**config.mk**
```make
export PLATFORM = sky130hd
export DESIGN_NAME = gear_from_rpm_speed_ratio_core_flat
export DESIGN_NICKNAME = d
export VERILOG_FILES = /design/src/rtl/core/gfr_pkg.sv /design/src/rtl/core/gfr_if.sv /design/src/rtl/core/gfr_div.sv /design/src/rtl/core/gfr_band.sv /design/src/rtl/core/gear_from_rpm_speed_ratio_core.sv /design/src/flat_wrapper.sv
export SDC_FILE = /design/constraint.sdc
export NUM_CORES = 1
export LEC_CHECK = 0
export ABC_AREA = 1
export BUFFER_PORTS_ARGS = -buffer_cell sky130_fd_sc_hd__buf_2
export CAP_MARGIN = 10
export CORE_ASPECT_RATIO = 0.7
export CORE_MARGIN = 2
export CORE_UTILIZATION = 63
export DETAILED_ROUTE_END_ITERATION = 16
export PLACE_DENSITY_LB_ADDON = 0.1
export SLEW_MARGIN = 20
export SYNTH_ARGS = -nofsm -noshare
export SYNTH_HDL_FRONTEND = slang
export SYNTH_SLANG_ARGS = --single-unit
export TNS_END_PERCENT = 10
```
**constraint.sdc**
```tcl
create_clock -name clk_i -period 8.1 [get_ports clk_i]
set_clock_uncertainty 0.15 [all_clocks]
set_input_delay 0.405 -clock clk_i [delete_from_list [all_inputs] [get_ports clk_i]]
set_output_delay 0.405 -clock clk_i [all_outputs]
set_load 0.01 [all_outputs]
```
**src/rtl/core/gfr_pkg.sv**
```systemverilog
// shared constants and types for the gear from rpm and speed ratio block
package gfr_pkg;

  localparam int unsigned EdgeW   = 21;
  localparam int unsigned ValW    = 16;
  localparam int unsigned GearW   = 3;
  localparam int unsigned ProdW   = 23;
  localparam int unsigned CfgIdxW = 3;
  localparam int unsigned CfgW    = EdgeW;
  localparam int unsigned DivSteps = EdgeW;
  localparam int unsigned DivCntW  = $clog2(DivSteps);

  localparam logic [ProdW-1:0] RatioScale = ProdW'(100);
  localparam logic [ValW-1:0]  MinSpeed   = ValW'(5);

  localparam logic [GearW-1:0] GearUnknown = GearW'(0);
  localparam logic [GearW-1:0] GearFirst   = GearW'(1);
  localparam logic [GearW-1:0] GearLast    = GearW'(5);

  localparam logic [EdgeW-1:0] EdgeTopRst    = EdgeW'(16590);
  localparam logic [EdgeW-1:0] EdgeOneTwoRst = EdgeW'(11826);
  localparam logic [EdgeW-1:0] EdgeTwoThrRst = EdgeW'(8672);
  localparam logic [EdgeW-1:0] EdgeThrFouRst = EdgeW'(7211);
  localparam logic [EdgeW-1:0] EdgeFouFivRst = EdgeW'(6342);
  localparam logic [EdgeW-1:0] EdgeBotRst    = EdgeW'(5200);
  localparam logic [ValW-1:0]  MarginRst     = ValW'(400);
  localparam logic [ValW-1:0]  MinRpmRst     = ValW'(600);

  typedef enum logic [CfgIdxW-1:0] {
    REG_EDGE_TOP          = 3'd0,
    REG_EDGE_FIRST_SECOND = 3'd1,
    REG_EDGE_SECOND_THIRD = 3'd2,
    REG_EDGE_THIRD_FOURTH = 3'd3,
    REG_EDGE_FOURTH_FIFTH = 3'd4,
    REG_EDGE_BOTTOM       = 3'd5,
    REG_HYST_MARGIN       = 3'd6,
    REG_MIN_RPM           = 3'd7
  } cfg_reg_e;

  typedef enum logic [5:0] {
    ST_IDLE = 6'b000001,
    ST_MUL  = 6'b000010,
    ST_DIV  = 6'b000100,
    ST_HYST = 6'b001000,
    ST_SCAN = 6'b010000,
    ST_DONE = 6'b100000
  } state_e;

  typedef struct packed {
    logic             start;
    logic [ProdW-1:0] dividend;
    logic [ValW-1:0]  divisor;
  } div_req_t;

  typedef struct packed {
    logic             done;
    logic [EdgeW-1:0] quotient;
  } div_rsp_t;

endpackage

```
**src/rtl/core/gfr_if.sv**
```systemverilog
// item channels of the gear from rpm and speed ratio block
interface gfr_in_if;
  logic                        valid;
  logic                        ready;
  logic [gfr_pkg::ValW-1:0]    engine_rpm;
  logic [gfr_pkg::ValW-1:0]    road_speed;

  modport source (output valid, output engine_rpm, output road_speed, input ready);
  modport sink (input valid, input engine_rpm, input road_speed, output ready);
endinterface

interface gfr_out_if;
  logic                        valid;
  logic                        ready;
  logic [gfr_pkg::GearW-1:0]   gear;

  modport source (output valid, output gear, input ready);
  modport sink (input valid, input gear, output ready);
endinterface

```
**src/rtl/core/gfr_div.sv**
```systemverilog
// iterative restoring divider, one quotient bit per cycle
module gfr_div (
  input  logic              clk_i,
  input  logic              rst_ni,
  input  gfr_pkg::div_req_t req_i,
  output gfr_pkg::div_rsp_t rsp_o
);

  logic                              busy_q, busy_d;
  logic                              done_q, done_d;
  logic [gfr_pkg::DivCntW-1:0]       cnt_q, cnt_d;
  logic [gfr_pkg::ValW-1:0]          rem_q, rem_d;
  logic [gfr_pkg::EdgeW-1:0]         quo_q, quo_d;
  logic [gfr_pkg::ValW-1:0]          dvs_q, dvs_d;
  logic [gfr_pkg::ValW:0]            trial;
  logic                              fits;

  assign trial = {rem_q, quo_q[gfr_pkg::EdgeW-1]};
  assign fits  = trial >= {1'b0, dvs_q};

  always_comb begin
    busy_d = busy_q;
    done_d = 1'b0;
    cnt_d  = cnt_q;
    rem_d  = rem_q;
    quo_d  = quo_q;
    dvs_d  = dvs_q;
    if (req_i.start) begin
      busy_d = 1'b1;
      cnt_d  = '0;
      // upper dividend bits stay below the divisor for divisors of five and up
      rem_d  = gfr_pkg::ValW'(req_i.dividend[gfr_pkg::ProdW-1:gfr_pkg::EdgeW]);
      quo_d  = req_i.dividend[gfr_pkg::EdgeW-1:0];
      dvs_d  = req_i.divisor;
    end else if (busy_q) begin
      rem_d = fits ? gfr_pkg::ValW'(trial - {1'b0, dvs_q}) : trial[gfr_pkg::ValW-1:0];
      quo_d = {quo_q[gfr_pkg::EdgeW-2:0], fits};
      if (cnt_q == gfr_pkg::DivCntW'(gfr_pkg::DivSteps - 1)) begin
        busy_d = 1'b0;
        done_d = 1'b1;
      end else begin
        cnt_d = cnt_q + 1'b1;
      end
    end
  end

  always_ff @(posedge clk_i or negedge rst_ni) begin
    if (!rst_ni) begin
      busy_q <= 1'b0;
      done_q <= 1'b0;
      cnt_q  <= '0;
    end else begin
      busy_q <= busy_d;
      done_q <= done_d;
      cnt_q  <= cnt_d;
    end
  end

  always_ff @(posedge clk_i) begin
    rem_q <= rem_d;
    quo_q <= quo_d;
    dvs_q <= dvs_d;
  end

  assign rsp_o.done     = done_q;
  assign rsp_o.quotient = quo_q;

endmodule

```
**src/rtl/core/gfr_band.sv**
```systemverilog
// band test with widening of both edges, lower edge clamped at zero
module gfr_band (
  input  logic [gfr_pkg::EdgeW-1:0] hi_i,
  input  logic [gfr_pkg::EdgeW-1:0] lo_i,
  input  logic [gfr_pkg::ValW-1:0]  widen_i,
  input  logic [gfr_pkg::EdgeW-1:0] ratio_i,
  output logic                      holds_o
);

  logic [gfr_pkg::EdgeW:0]   hi_w;
  logic [gfr_pkg::EdgeW-1:0] lo_w;
  logic [gfr_pkg::EdgeW-1:0] widen_x;

  assign widen_x = gfr_pkg::EdgeW'(widen_i);
  assign hi_w    = {1'b0, hi_i} + {1'b0, widen_x};
  assign lo_w    = (lo_i >= widen_x) ? (lo_i - widen_x) : '0;
  assign holds_o = (ratio_i >= lo_w) && ({1'b0, ratio_i} < hi_w);

endmodule

```
**src/rtl/core/gear_from_rpm_speed_ratio_core.sv**
```systemverilog
// gear estimator from engine rpm and road speed, top level
// in_if carries one engine_rpm and road_speed sample per item; out_if returns
// one gear per item (0 unknown, 1 to 5 gear number). Both use valid/ready.
// The cfg port writes the six band edges, the hysteresis margin and the
// minimum rpm by index; the user must do so only while the block is idle,
// which the block itself does not enforce. There is no read-back.
// An item with road speed below 5 or rpm below the minimum goes from idle
// straight to the result state. Otherwise the sample is registered, the
// rpm*100 product starts the divider, which forms the quotient bit by bit,
// and its done flag is registered; then band tests run through one shared
// comparator (hysteresis band of the last gear first, then gears 1 to 5 in
// order), and the result is loaded into the output register. in_if.ready
// is high only while the sequencer is idle, one item at a time.
// A finished gear waits in the output register; a new item is accepted while
// it waits, and the sequencer holds its next result until the receiver
// takes the previous one.
// Reset clears the sequencer, the output valid and the last gear (unknown),
// and restores all configuration registers to their default values.
module gear_from_rpm_speed_ratio_core (
  input  logic                        clk_i,
  input  logic                        rst_ni,
  gfr_in_if.sink                      in_if,
  gfr_out_if.source                   out_if,
  input  logic                        cfg_we_i,
  input  logic [gfr_pkg::CfgIdxW-1:0] cfg_idx_i,
  input  logic [gfr_pkg::CfgW-1:0]    cfg_wdata_i
);

  gfr_pkg::state_e               state_q, state_d;
  logic [gfr_pkg::EdgeW-1:0]     edge_top_q, edge_12_q, edge_23_q, edge_34_q, edge_45_q;
  logic [gfr_pkg::EdgeW-1:0]     edge_bot_q;
  logic [gfr_pkg::ValW-1:0]      margin_q, min_rpm_q;
  logic [gfr_pkg::ValW-1:0]      rpm_q, rpm_d, spd_q, spd_d;
  logic [gfr_pkg::EdgeW-1:0]     ratio_q, ratio_d;
  logic [gfr_pkg::GearW-1:0]     last_gear_q, last_gear_d;
  logic [gfr_pkg::GearW-1:0]     res_q, res_d;
  logic [gfr_pkg::GearW-1:0]     scan_q, scan_d;
  logic                          out_valid_q, out_valid_d;
  logic [gfr_pkg::GearW-1:0]     out_gear_q, out_gear_d;
  logic                          in_acc;
  logic                          out_load;
  logic [gfr_pkg::GearW-1:0]     band_gear;
  logic [gfr_pkg::ValW-1:0]      band_widen;
  logic [gfr_pkg::EdgeW-1:0]     band_hi, band_lo;
  logic                          band_holds;
  gfr_pkg::div_req_t             div_req;
  gfr_pkg::div_rsp_t             div_rsp;

  assign in_if.ready = (state_q == gfr_pkg::ST_IDLE);
  assign in_acc      = in_if.valid && in_if.ready;
  assign out_load    = (state_q == gfr_pkg::ST_DONE) && (!out_valid_q || out_if.ready);

  // config writes
  always_ff @(posedge clk_i or negedge rst_ni) begin
    if (!rst_ni) begin
      edge_top_q <= gfr_pkg::EdgeTopRst;
      edge_12_q  <= gfr_pkg::EdgeOneTwoRst;
      edge_23_q  <= gfr_pkg::EdgeTwoThrRst;
      edge_34_q  <= gfr_pkg::EdgeThrFouRst;
      edge_45_q  <= gfr_pkg::EdgeFouFivRst;
      edge_bot_q <= gfr_pkg::EdgeBotRst;
      margin_q   <= gfr_pkg::MarginRst;
      min_rpm_q  <= gfr_pkg::MinRpmRst;
    end else if (cfg_we_i) begin
      case (gfr_pkg::cfg_reg_e'(cfg_idx_i))
        gfr_pkg::REG_EDGE_TOP:          edge_top_q <= cfg_wdata_i;
        gfr_pkg::REG_EDGE_FIRST_SECOND: edge_12_q  <= cfg_wdata_i;
        gfr_pkg::REG_EDGE_SECOND_THIRD: edge_23_q  <= cfg_wdata_i;
        gfr_pkg::REG_EDGE_THIRD_FOURTH: edge_34_q  <= cfg_wdata_i;
        gfr_pkg::REG_EDGE_FOURTH_FIFTH: edge_45_q  <= cfg_wdata_i;
        gfr_pkg::REG_EDGE_BOTTOM:       edge_bot_q <= cfg_wdata_i;
        gfr_pkg::REG_HYST_MARGIN:       margin_q   <= cfg_wdata_i[gfr_pkg::ValW-1:0];
        gfr_pkg::REG_MIN_RPM:           min_rpm_q  <= cfg_wdata_i[gfr_pkg::ValW-1:0];
        default: ;
      endcase
    end
  end

  // edges of the band under test
  always_comb begin
    case (band_gear)
      3'd1:    begin band_hi = edge_top_q; band_lo = edge_12_q;  end
      3'd2:    begin band_hi = edge_12_q;  band_lo = edge_23_q;  end
      3'd3:    begin band_hi = edge_23_q;  band_lo = edge_34_q;  end
      3'd4:    begin band_hi = edge_34_q;  band_lo = edge_45_q;  end
      3'd5:    begin band_hi = edge_45_q;  band_lo = edge_bot_q; end
      default: begin band_hi = '0;         band_lo = '0;         end
    endcase
  end

  assign band_gear  = (state_q == gfr_pkg::ST_HYST) ? last_gear_q : scan_q;
  assign band_widen = (state_q == gfr_pkg::ST_HYST) ? margin_q : '0;

  gfr_band u_band (
    .hi_i    (band_hi),
    .lo_i    (band_lo),
    .widen_i (band_widen),
    .ratio_i (ratio_q),
    .holds_o (band_holds)
  );

  assign div_req.start    = (state_q == gfr_pkg::ST_MUL);
  assign div_req.dividend = gfr_pkg::ProdW'(rpm_q) * gfr_pkg::RatioScale;
  assign div_req.divisor  = spd_q;

  gfr_div u_div (
    .clk_i  (clk_i),
    .rst_ni (rst_ni),
    .req_i  (div_req),
    .rsp_o  (div_rsp)
  );

  // sequencer
  always_comb begin
    state_d     = state_q;
    rpm_d       = rpm_q;
    spd_d       = spd_q;
    ratio_d     = ratio_q;
    res_d       = res_q;
    scan_d      = scan_q;
    last_gear_d = last_gear_q;
    out_valid_d = out_valid_q;
    out_gear_d  = out_gear_q;
    if (out_valid_q && out_if.ready) begin
      out_valid_d = 1'b0;
    end
    case (state_q)
      gfr_pkg::ST_IDLE: begin
        if (in_acc) begin
          rpm_d = in_if.engine_rpm;
          spd_d = in_if.road_speed;
          if ((in_if.road_speed < gfr_pkg::MinSpeed) || (in_if.engine_rpm < min_rpm_q)) begin
            res_d   = gfr_pkg::GearUnknown;
            state_d = gfr_pkg::ST_DONE;
          end else begin
            state_d = gfr_pkg::ST_MUL;
          end
        end
      end
      gfr_pkg::ST_MUL: begin
        state_d = gfr_pkg::ST_DIV;
      end
      gfr_pkg::ST_DIV: begin
        if (div_rsp.done) begin
          ratio_d = div_rsp.quotient;
          scan_d  = gfr_pkg::GearFirst;
          if (last_gear_q inside {[gfr_pkg::GearFirst:gfr_pkg::GearLast]}) begin
            state_d = gfr_pkg::ST_HYST;
          end else begin
            state_d = gfr_pkg::ST_SCAN;
          end
        end
      end
      gfr_pkg::ST_HYST: begin
        if (band_holds) begin
          res_d   = last_gear_q;
          state_d = gfr_pkg::ST_DONE;
        end else begin
          state_d = gfr_pkg::ST_SCAN;
        end
      end
      gfr_pkg::ST_SCAN: begin
        if (band_holds) begin
          res_d   = scan_q;
          state_d = gfr_pkg::ST_DONE;
        end else if (scan_q == gfr_pkg::GearLast) begin
          res_d   = gfr_pkg::GearUnknown;
          state_d = gfr_pkg::ST_DONE;
        end else begin
          scan_d = scan_q + 1'b1;
        end
      end
      gfr_pkg::ST_DONE: begin
        if (out_load) begin
          out_valid_d = 1'b1;
          out_gear_d  = res_q;
          last_gear_d = res_q;
          state_d     = gfr_pkg::ST_IDLE;
        end
      end
      default: begin
        state_d = gfr_pkg::ST_IDLE;
      end
    endcase
  end

  always_ff @(posedge clk_i or negedge rst_ni) begin
    if (!rst_ni) begin
      state_q     <= gfr_pkg::ST_IDLE;
      last_gear_q <= gfr_pkg::GearUnknown;
      out_valid_q <= 1'b0;
      scan_q      <= gfr_pkg::GearFirst;
    end else begin
      state_q     <= state_d;
      last_gear_q <= last_gear_d;
      out_valid_q <= out_valid_d;
      scan_q      <= scan_d;
    end
  end

  always_ff @(posedge clk_i) begin
    rpm_q      <= rpm_d;
    spd_q      <= spd_d;
    ratio_q    <= ratio_d;
    res_q      <= res_d;
    out_gear_q <= out_gear_d;
  end

  assign out_if.valid = out_valid_q;
  assign out_if.gear  = out_gear_q;

endmodule

```
**src/flat_wrapper.sv**
```systemverilog
// flat-port wrapper written by rule: the top's interface ports become plain ports
module gear_from_rpm_speed_ratio_core_flat 
  (clk_i, rst_ni, cfg_we_i, cfg_idx_i, cfg_wdata_i, in_if_valid, in_if_engine_rpm, in_if_road_speed, in_if_ready, out_if_valid, out_if_gear, out_if_ready);
  gfr_in_if in_if_i ();
  gfr_out_if out_if_i ();
  input  logic clk_i;
  input  logic rst_ni;
  input  logic cfg_we_i;
  input  logic [gfr_pkg::CfgIdxW-1:0] cfg_idx_i;
  input  logic [gfr_pkg::CfgW-1:0] cfg_wdata_i;
  input wire logic [$bits(in_if_i.valid)-1:0] in_if_valid;
  input wire logic [$bits(in_if_i.engine_rpm)-1:0] in_if_engine_rpm;
  input wire logic [$bits(in_if_i.road_speed)-1:0] in_if_road_speed;
  output wire logic [$bits(in_if_i.ready)-1:0] in_if_ready;
  output wire logic [$bits(out_if_i.valid)-1:0] out_if_valid;
  output wire logic [$bits(out_if_i.gear)-1:0] out_if_gear;
  input wire logic [$bits(out_if_i.ready)-1:0] out_if_ready;
  assign in_if_i.valid = in_if_valid;
  assign in_if_i.engine_rpm = in_if_engine_rpm;
  assign in_if_i.road_speed = in_if_road_speed;
  assign in_if_ready = in_if_i.ready;
  assign out_if_valid = out_if_i.valid;
  assign out_if_gear = out_if_i.gear;
  assign out_if_i.ready = out_if_ready;
  gear_from_rpm_speed_ratio_core u_core (.clk_i(clk_i), .rst_ni(rst_ni), .in_if(in_if_i), .out_if(out_if_i), .cfg_we_i(cfg_we_i), .cfg_idx_i(cfg_idx_i), .cfg_wdata_i(cfg_wdata_i));
endmodule
```
==> results of run 1 <==
final timing paths:
kind	start	end	slack, ns	cells past startpoint
max in group asynchronous	rst_ni	u_core.min_rpm_q[1]	6.25	3
min in group asynchronous	rst_ni	u_core.edge_bot_q[15]	0.26	2
min	cfg_wdata_i[2]	u_core.min_rpm_q[2]	0.01	3
max	u_core.state_q[5]	u_core.res_q[2]	0.88	32
min reg2reg	u_core.spd_q[1]	u_core.u_div.dvs_q[1]	0.27	0
max reg2reg	u_core.state_q[5]	u_core.res_q[2]	0.88	32
routing by layer:
layer  vias up  part of all wire, %
li1       6938                    -
met1      6726                   46
met2       592                   44
met3        93                  8.0
met4         0                  2.4
met5         -                    0
cell usage after synthesis (15+ instances only):
library cell,instances
nand4_1,56
nand3_2,16
nand2_2,15
dfrtp_1,134
dfxtp_1,16
xor2_1,18
a21oi_1,105
ha_1,161
nand2_1,489
edfxtp_1,96
o21ai_0,240
inv_1,242
a22oi_1,40
dfstp_2,44
xnor2_1,25
nand3_1,45
nor2_1,79
clkbuf_1,51
worst max-delay path, delay by kind of cell, from the launching register on:
family | cells | cell delay (ns)
AOI/OAI and AO/OA | 7 | 1.67
and+or+nand+nor | 20 | 3.40
DFF | 1 | 0.43
buffers and inverters | 3 | 0.68
adders and majority gates | 2 | 0.52
area by class of cell:
cell class,instances,area (um^2),share of cell area [%]
clock buffer,41,875,4.49
inverter,249,937,4.81
multi-input combinational,1405,8510,43.7
tap,364,455,2.34
sequential,290,7710,39.6
clock inverter,11,70.1,0.360
timing repair buffer,125,902,4.63
placed cells by master, fill, tap and decap left out, types with 6 or more instances in the layout:
cell / instances
clkbuf_8: 6
inv_1: 242
fa_1: 14
dlygate4sd3_1: 48
a21oi_1: 105
xor2_1: 18
dfstp_2: 44
dfrtp_1: 134
clkinv_2: 6
a22oi_1: 40
nand3_1: 45
or2_2: 12
nand2_2: 15
nand3_2: 16
clkbuf_16: 31
o21ai_0: 240
a21boi_0: 6
nand4_1: 56
nand2_1: 489
buf_4: 12
a22o_1: 9
dfxtp_1: 16
ha_1: 161
edfxtp_1: 96
nor3_1: 9
buf_2: 64
xnor2_1: 25
nor2_1: 78
cell families (layout without fill, tap and decap cells):
family,Yosys count,in the layout
buffers and inverters,307,426
AND/OR/NAND/NOR,746,746
adder cells (fa/ha/maj),175,175
XOR/XNOR,43,43
AO/OA/AOI/OAI,441,441
flip-flops,290,290
state kept, by name, summed over array words and instances, names as in the netlist, 21 cells and up:
| register | count |
|---|---|
| u_core.ratio_q | 21 |
| u_core.edge_45_q | 21 |
| u_core.edge_top_q | 21 |
| u_core.u_div.quo_q | 21 |
| u_core.edge_bot_q | 21 |
| u_core.edge_12_q | 21 |
| u_core.edge_34_q | 21 |
| u_core.edge_23_q | 21 |
where the power goes:
group	switching [mW]	total (mW)	internal (mW)
combinational	2.30	3.66	1.35
sequential	0.244	2.22	1.98
clock	0.587	1.34	0.753
total	3.14	7.22	4.08
stage by stage:
| step | cell area [um^2] | setup slack, ns | power [mW] | hold WS [ns] | util (%) |
|---|---|---|---|---|---|
| final | 19500 | 0.878 | 7.22 | 0.0106 | 72.2 |
| after global routing | 19500 | 0.243 | 7.82 | 0.0110 | 72.2 |
| after CTS | 19500 | 0.946 | 7.19 | 0.00365 | 72.2 |
| after detailed placement | 18000 | 1.03 | 5.81 | 0.255 | 66.9 |
| after global placement | 18000 | 1.36 | 5.69 | 0.253 | 66.9 |
| after floorplan | 17400 | 2.47 | 4.93 | -0.0406 | - |
==> reports/qor.yml, run 1 <==
run_status:
  status: "complete, no violations"
clocking:
  holdBufCountCts: 48
  max-clock-path-buffers: 3
  cts.repair.resized: 0
  cts_tree: "yes"
  h-tree-depth: 1
  cts_buffers: 28
  cts_root_buffer: "clkbuf_16"
  post-cts-setup-buffers: 0
  cts.sink_count: 290
  clk_latency_ns: 0.57
  clk_pin_slew_ns: 0.07
timing:
  hold_violations: 0
  rsz0062_at_grt: "no"
  fin_crit_sh_pct: 89.2
  min_period_ns: 7.22
  tightest_slew_ns: 1.16
  relSlewSlack_pct: 22.6
  drv_slew: 0
  finalSetupViolations: 0
  clock.fmax_mhz: 138
  fin_setup_tns_ns: 0
logic_synthesis:
  synth_area_leaders: "dfrtp_1 19%, edfxtp_1 17%, ha_1 12%, nand2_1 11%, o21ai_0 6.9%"
  async_reset_ff_share_pct: 61.4
  synth-simple-area-share_pct: 19.2
  synth_top_area_share_pct: 19.3
  ys_types: 59
  synth_sequential_area_ratio_pct: 44.4
  synth_area_um2: 17400
  yosysWarnings: 0
  synth_flop_cell: "dfrtp_1"
  synth-xor-area-share_pct: 2.17
  synthMuxAreaShare_pct: 0
  ys_ff_latch: 290
  synth_edf_count: 96
  synth_fa_ha_area_share_pct: 13.2
  synth_area_per_cell_um2: 8.68
  synth.net_count: 2238
  synth-compound-area-share_pct: 14.3
  synth_top_family_by_area: "simple AND/OR/NAND/NOR gates"
  synthCells: 2002
  synth_top_cell_by_area: "dfrtp_1"
power:
  power_density_nw_per_um2: 371
  vdd_drop_max_mv: 0.234
  p_leak_nw: 9.30
floorplanning:
  core_um2: 27000
  die-area_um2: 29000
  fp.dieW_um: 203
  core.rowCount: 50
  start_util_pct: 64.5
  die_y_um: 143
  io_pins: 66
critical_path:
  cp_max_fo: 35
  worstSetupStartpointType: "flop"
  worstPathRequired_ns: 8.18
  cp_common_cell: "nand2_1"
  crit_type: "flop to flop"
  cp.arrival_ns: 7.30
  slowest_stage: "inv_2"
  critPathMaxStageDelay_ns: 0.56
  end_kind: "flop"
global_route:
  gr-usage-met1_pct: 46.3
  first_global_vias: 13700
  grt.overflow.total: 0
  grt_max_degree: 68
  met3_usage_pct: 4.93
  grt_busiest_layer: "met2"
  antenna_found_initial: 0
  grt_use_met2_pct: 48.5
  grt_pass1_wl_um: 71600
  grt_usage_pct: 31.3
finish:
  antennaDiodeCount: 0
  syn_to_final_growth_pct: 12.0
  fillers: 2025
  drive_above_1_share_pct: 11.6
  nNetsFinal: 2335
  final_cells: 2485
drt:
  drt-total-wl_um: 44700
  via_per_inst: 5.77
  drcViolationCount: 0
  drt_iter0_markers: 1285
  wire_per_inst_um: 18.0
  detail-route-antenna-nets: 0
  vias: 14300
  drt_first_pass_iters: 6
placement:
  io_buffers: 65
  gp_congestion: 0.939
  dp.cells: 2385
  hpwlAfterDp_um: 32000
min_path:
  hp-class: "input pin to flop"
flow_run:
  maxCapViolCount: 0
(Power assumes the default switching activity.)
==> inputs of run 2 (changes only) <==
- CTS_CLUSTER_DIAMETER: unset -> 30
- REMOVE_ABC_BUFFERS: unset -> 1
==> run 2 against run 1 <==
  * Wire length is 1.1% higher
  * Sequential power about the same
  * Final cell count up 1.2%
  * Power rose by 9.3%
  * Die area unchanged
  * Global-route usage increased by 0.52 points
  * First-iteration DRC count rose by 6.1%
  * Final area grew 3.0%
  * Largest power group unchanged
==> reports/qor.yml, run 2 (synthesis results as in run 1) <==
run_status:
  status: "complete, no violations"
clocking:
  h-tree-depth: 2  # +1
  cts_buffers: 45  # +61%
  post-cts-setup-buffers: 0  # unchanged
  cts_root_buffer: "clkbuf_16"
  clk_pin_slew_ns: 0.05  # -0.02 ns
  cts_tree: "yes"
  cts.sink_count: 290  # unchanged
  max-clock-path-buffers: 3  # unchanged
  clk_latency_ns: 0.55  # -0.02 ns
drt:
  drt_first_pass_iters: 8  # +2
  vias: 14500  # +0.92%
  wire_per_inst_um: 18.0  # about the same
  drcViolationCount: 0  # unchanged
  drt_iter0_markers: 1363  # +6.1%
  via_per_inst: 5.76  # -0.24%
  detail-route-antenna-nets: 0  # unchanged
  drt-total-wl_um: 45200  # +1.1%
critical_path:
  worstPathRequired_ns: 8.16  # -0.02 ns
  end_kind: "flop"
  slowest_stage: "inv_1"
  cp_common_cell: "nand2_1"
  worstSetupStartpointType: "flop"
  critPathMaxStageDelay_ns: 0.65  # +0.09 ns
  r2r_slack_ns: 0.91  # +0.03 ns
  reg2regPathDepth: 31  # -3.1%
  r2r_start: "u_core.state_q[5]"
  cp.arrival_ns: 7.25  # -0.05 ns
  cp_max_fo: 22  # -37%
  crit_type: "flop to flop"
  r2r-end: "u_core.res_q[1]"
global_route:
  grt_max_degree: 80  # +18%
  grt.overflow.total: 0  # unchanged
  grt_usage_pct: 31.8  # +0.52 points
  antenna_found_initial: 1  # +1
  grt_pass1_wl_um: 72200  # +0.93%
  first_global_vias: 13800  # +0.93%
min_path:
  hold_path_startpoint: "out_if_ready"
  hp-class: "input pin to flop"
  hold_depth: 4  # +1
  whs_endpoint: "u_core.out_if.valid"
finish:
  fillers: 2007  # -0.89%
  multi_input_area_um2: 8510  # about the same
  layout_common_cells: "488 x nand2_1, 242 x inv_1, 240 x o21ai_0"
  antennaDiodeCount: 0  # unchanged
  drive_above_1_share_pct: 13.1  # +1.5 points
  final_common_cell: "nand2_1"
  stdcell_area_um2: 20100  # +3.0%
  final_cells: 2514  # +1.2%
  regArea_um2: 7710  # unchanged
  syn_to_final_growth_pct: 15.4
  nNetsFinal: 2352  # +0.73%
  final_util_pct: 74.4  # +2.2 points
timing:
  min_period_ns: 7.19  # -0.0284 ns
  layout_setup_ws_ns: 0.906  # +0.0284 ns
  fin_setup_tns_ns: 0  # unchanged
  hold_violations: 0  # unchanged
  relSlewSlack_pct: 29.4  # +6.8 points
  clock.fmax_mhz: 139  # +0.39%
  tightest_slew_ns: 1.05  # -0.106 ns
  fin_crit_sh_pct: 88.8  # -0.35 points
  finalSetupViolations: 0  # unchanged
  hold_ws_ns: 0.0202  # +0.00956 ns
  rsz0062_at_grt: "no"
  drv_slew: 0  # unchanged
power:
  power_density_nw_per_um2: 393  # +6.0%
  p_leak_nw: 9.59  # +3.1%
  vdd_drop_max_mv: 0.225  # -4.2%
  power_mw: 7.89  # +9.3%
floorplanning:
  die-area_um2: 29000  # unchanged
  fp.dieW_um: 203  # unchanged
  start_util_pct: 64.5  # unchanged
  core_um2: 27000  # unchanged
  core.rowCount: 50  # unchanged
  die_y_um: 143  # unchanged
  io_pins: 66  # unchanged
flow_run:
  maxCapViolCount: 0  # unchanged
placement:
  hpwlAfterDp_um: 32500  # +1.8%
  io_buffers: 65  # unchanged
  dp.cells: 2390  # +0.21%
  placed_area_um2: 18100  # +0.18%
  pre_cts_ws_ns: 1.07  # +0.0419 ns
  gp_congestion: 0.957  # +1.9%
[run 2: cell count changes in the layout (fill, tap and decap cells not counted), sizes merged]
| cell | change |
|---|---|
| bufinv | +6 |
| clkinv | +2 |
| dlygate4sd3 | -5 |
| clkinvlp | +3 |
| buf | +5 |
| inv | +11 |
| clkbuf | +7 |
[run 2: cell type report]
class	count	area share (%)
Tap cell	364	2.27
Inverter	249	4.67
Sequential cell	290	38.5
Multi-Input combinational cell	1405	42.4
Clock inverter	33	2.02
Timing Repair Buffer	125	4.44
Clock buffer	48	5.72
[run 2: per-layer routing]
| layer | GRT usage [%] | wire [um] |
|---|---|---|
| met5 | 0 | 0 |
| met4 | 9.80 | 1060 |
| met3 | 6.69 | 3520 |
| met2 | 48.7 | 19600 |
| met1 | 45.6 | 21000 |
[run 2: timing repair]
action / CTS / global route
hold buffers: 43 / 0
gates resized for setup: 0 / 0
hold endpoints to repair: 95 / 0
[run 2: how the worst max path moves through the flow]
stage / start / slack [ns] / to
finish: u_core.state_q[5] / 0.91 / u_core.res_q[1]
global route: u_core.state_q[5] / 0.11 / u_core.res_q[1]
CTS: u_core.state_q[5] / 1.03 / u_core.res_q[1]
detailed placement: u_core.state_q[5] / 1.07 / u_core.res_q[0]
global placement: u_core.state_q[5] / 1.24 / u_core.res_q[0]
floorplan: u_core.state_q[5] / 2.05 / u_core.u_div.quo_q[12]
[run 2: where the power goes]
part / internal (mW) / switching (mW) / total (mW)
logic: 1.36 / 2.32 / 3.67
clock network: 1.24 / 0.742 / 1.99
registers: 1.98 / 0.249 / 2.23
[run 2: worst max-delay path, delay by kind of cell (launching register included)]
family / cells / cell delay (ns)
flops: 1 / 0.42
simple gates: 19 / 3.08
buf+inv: 4 / 1.08
fa+ha+maj: 2 / 0.55
compound gates: 6 / 1.52
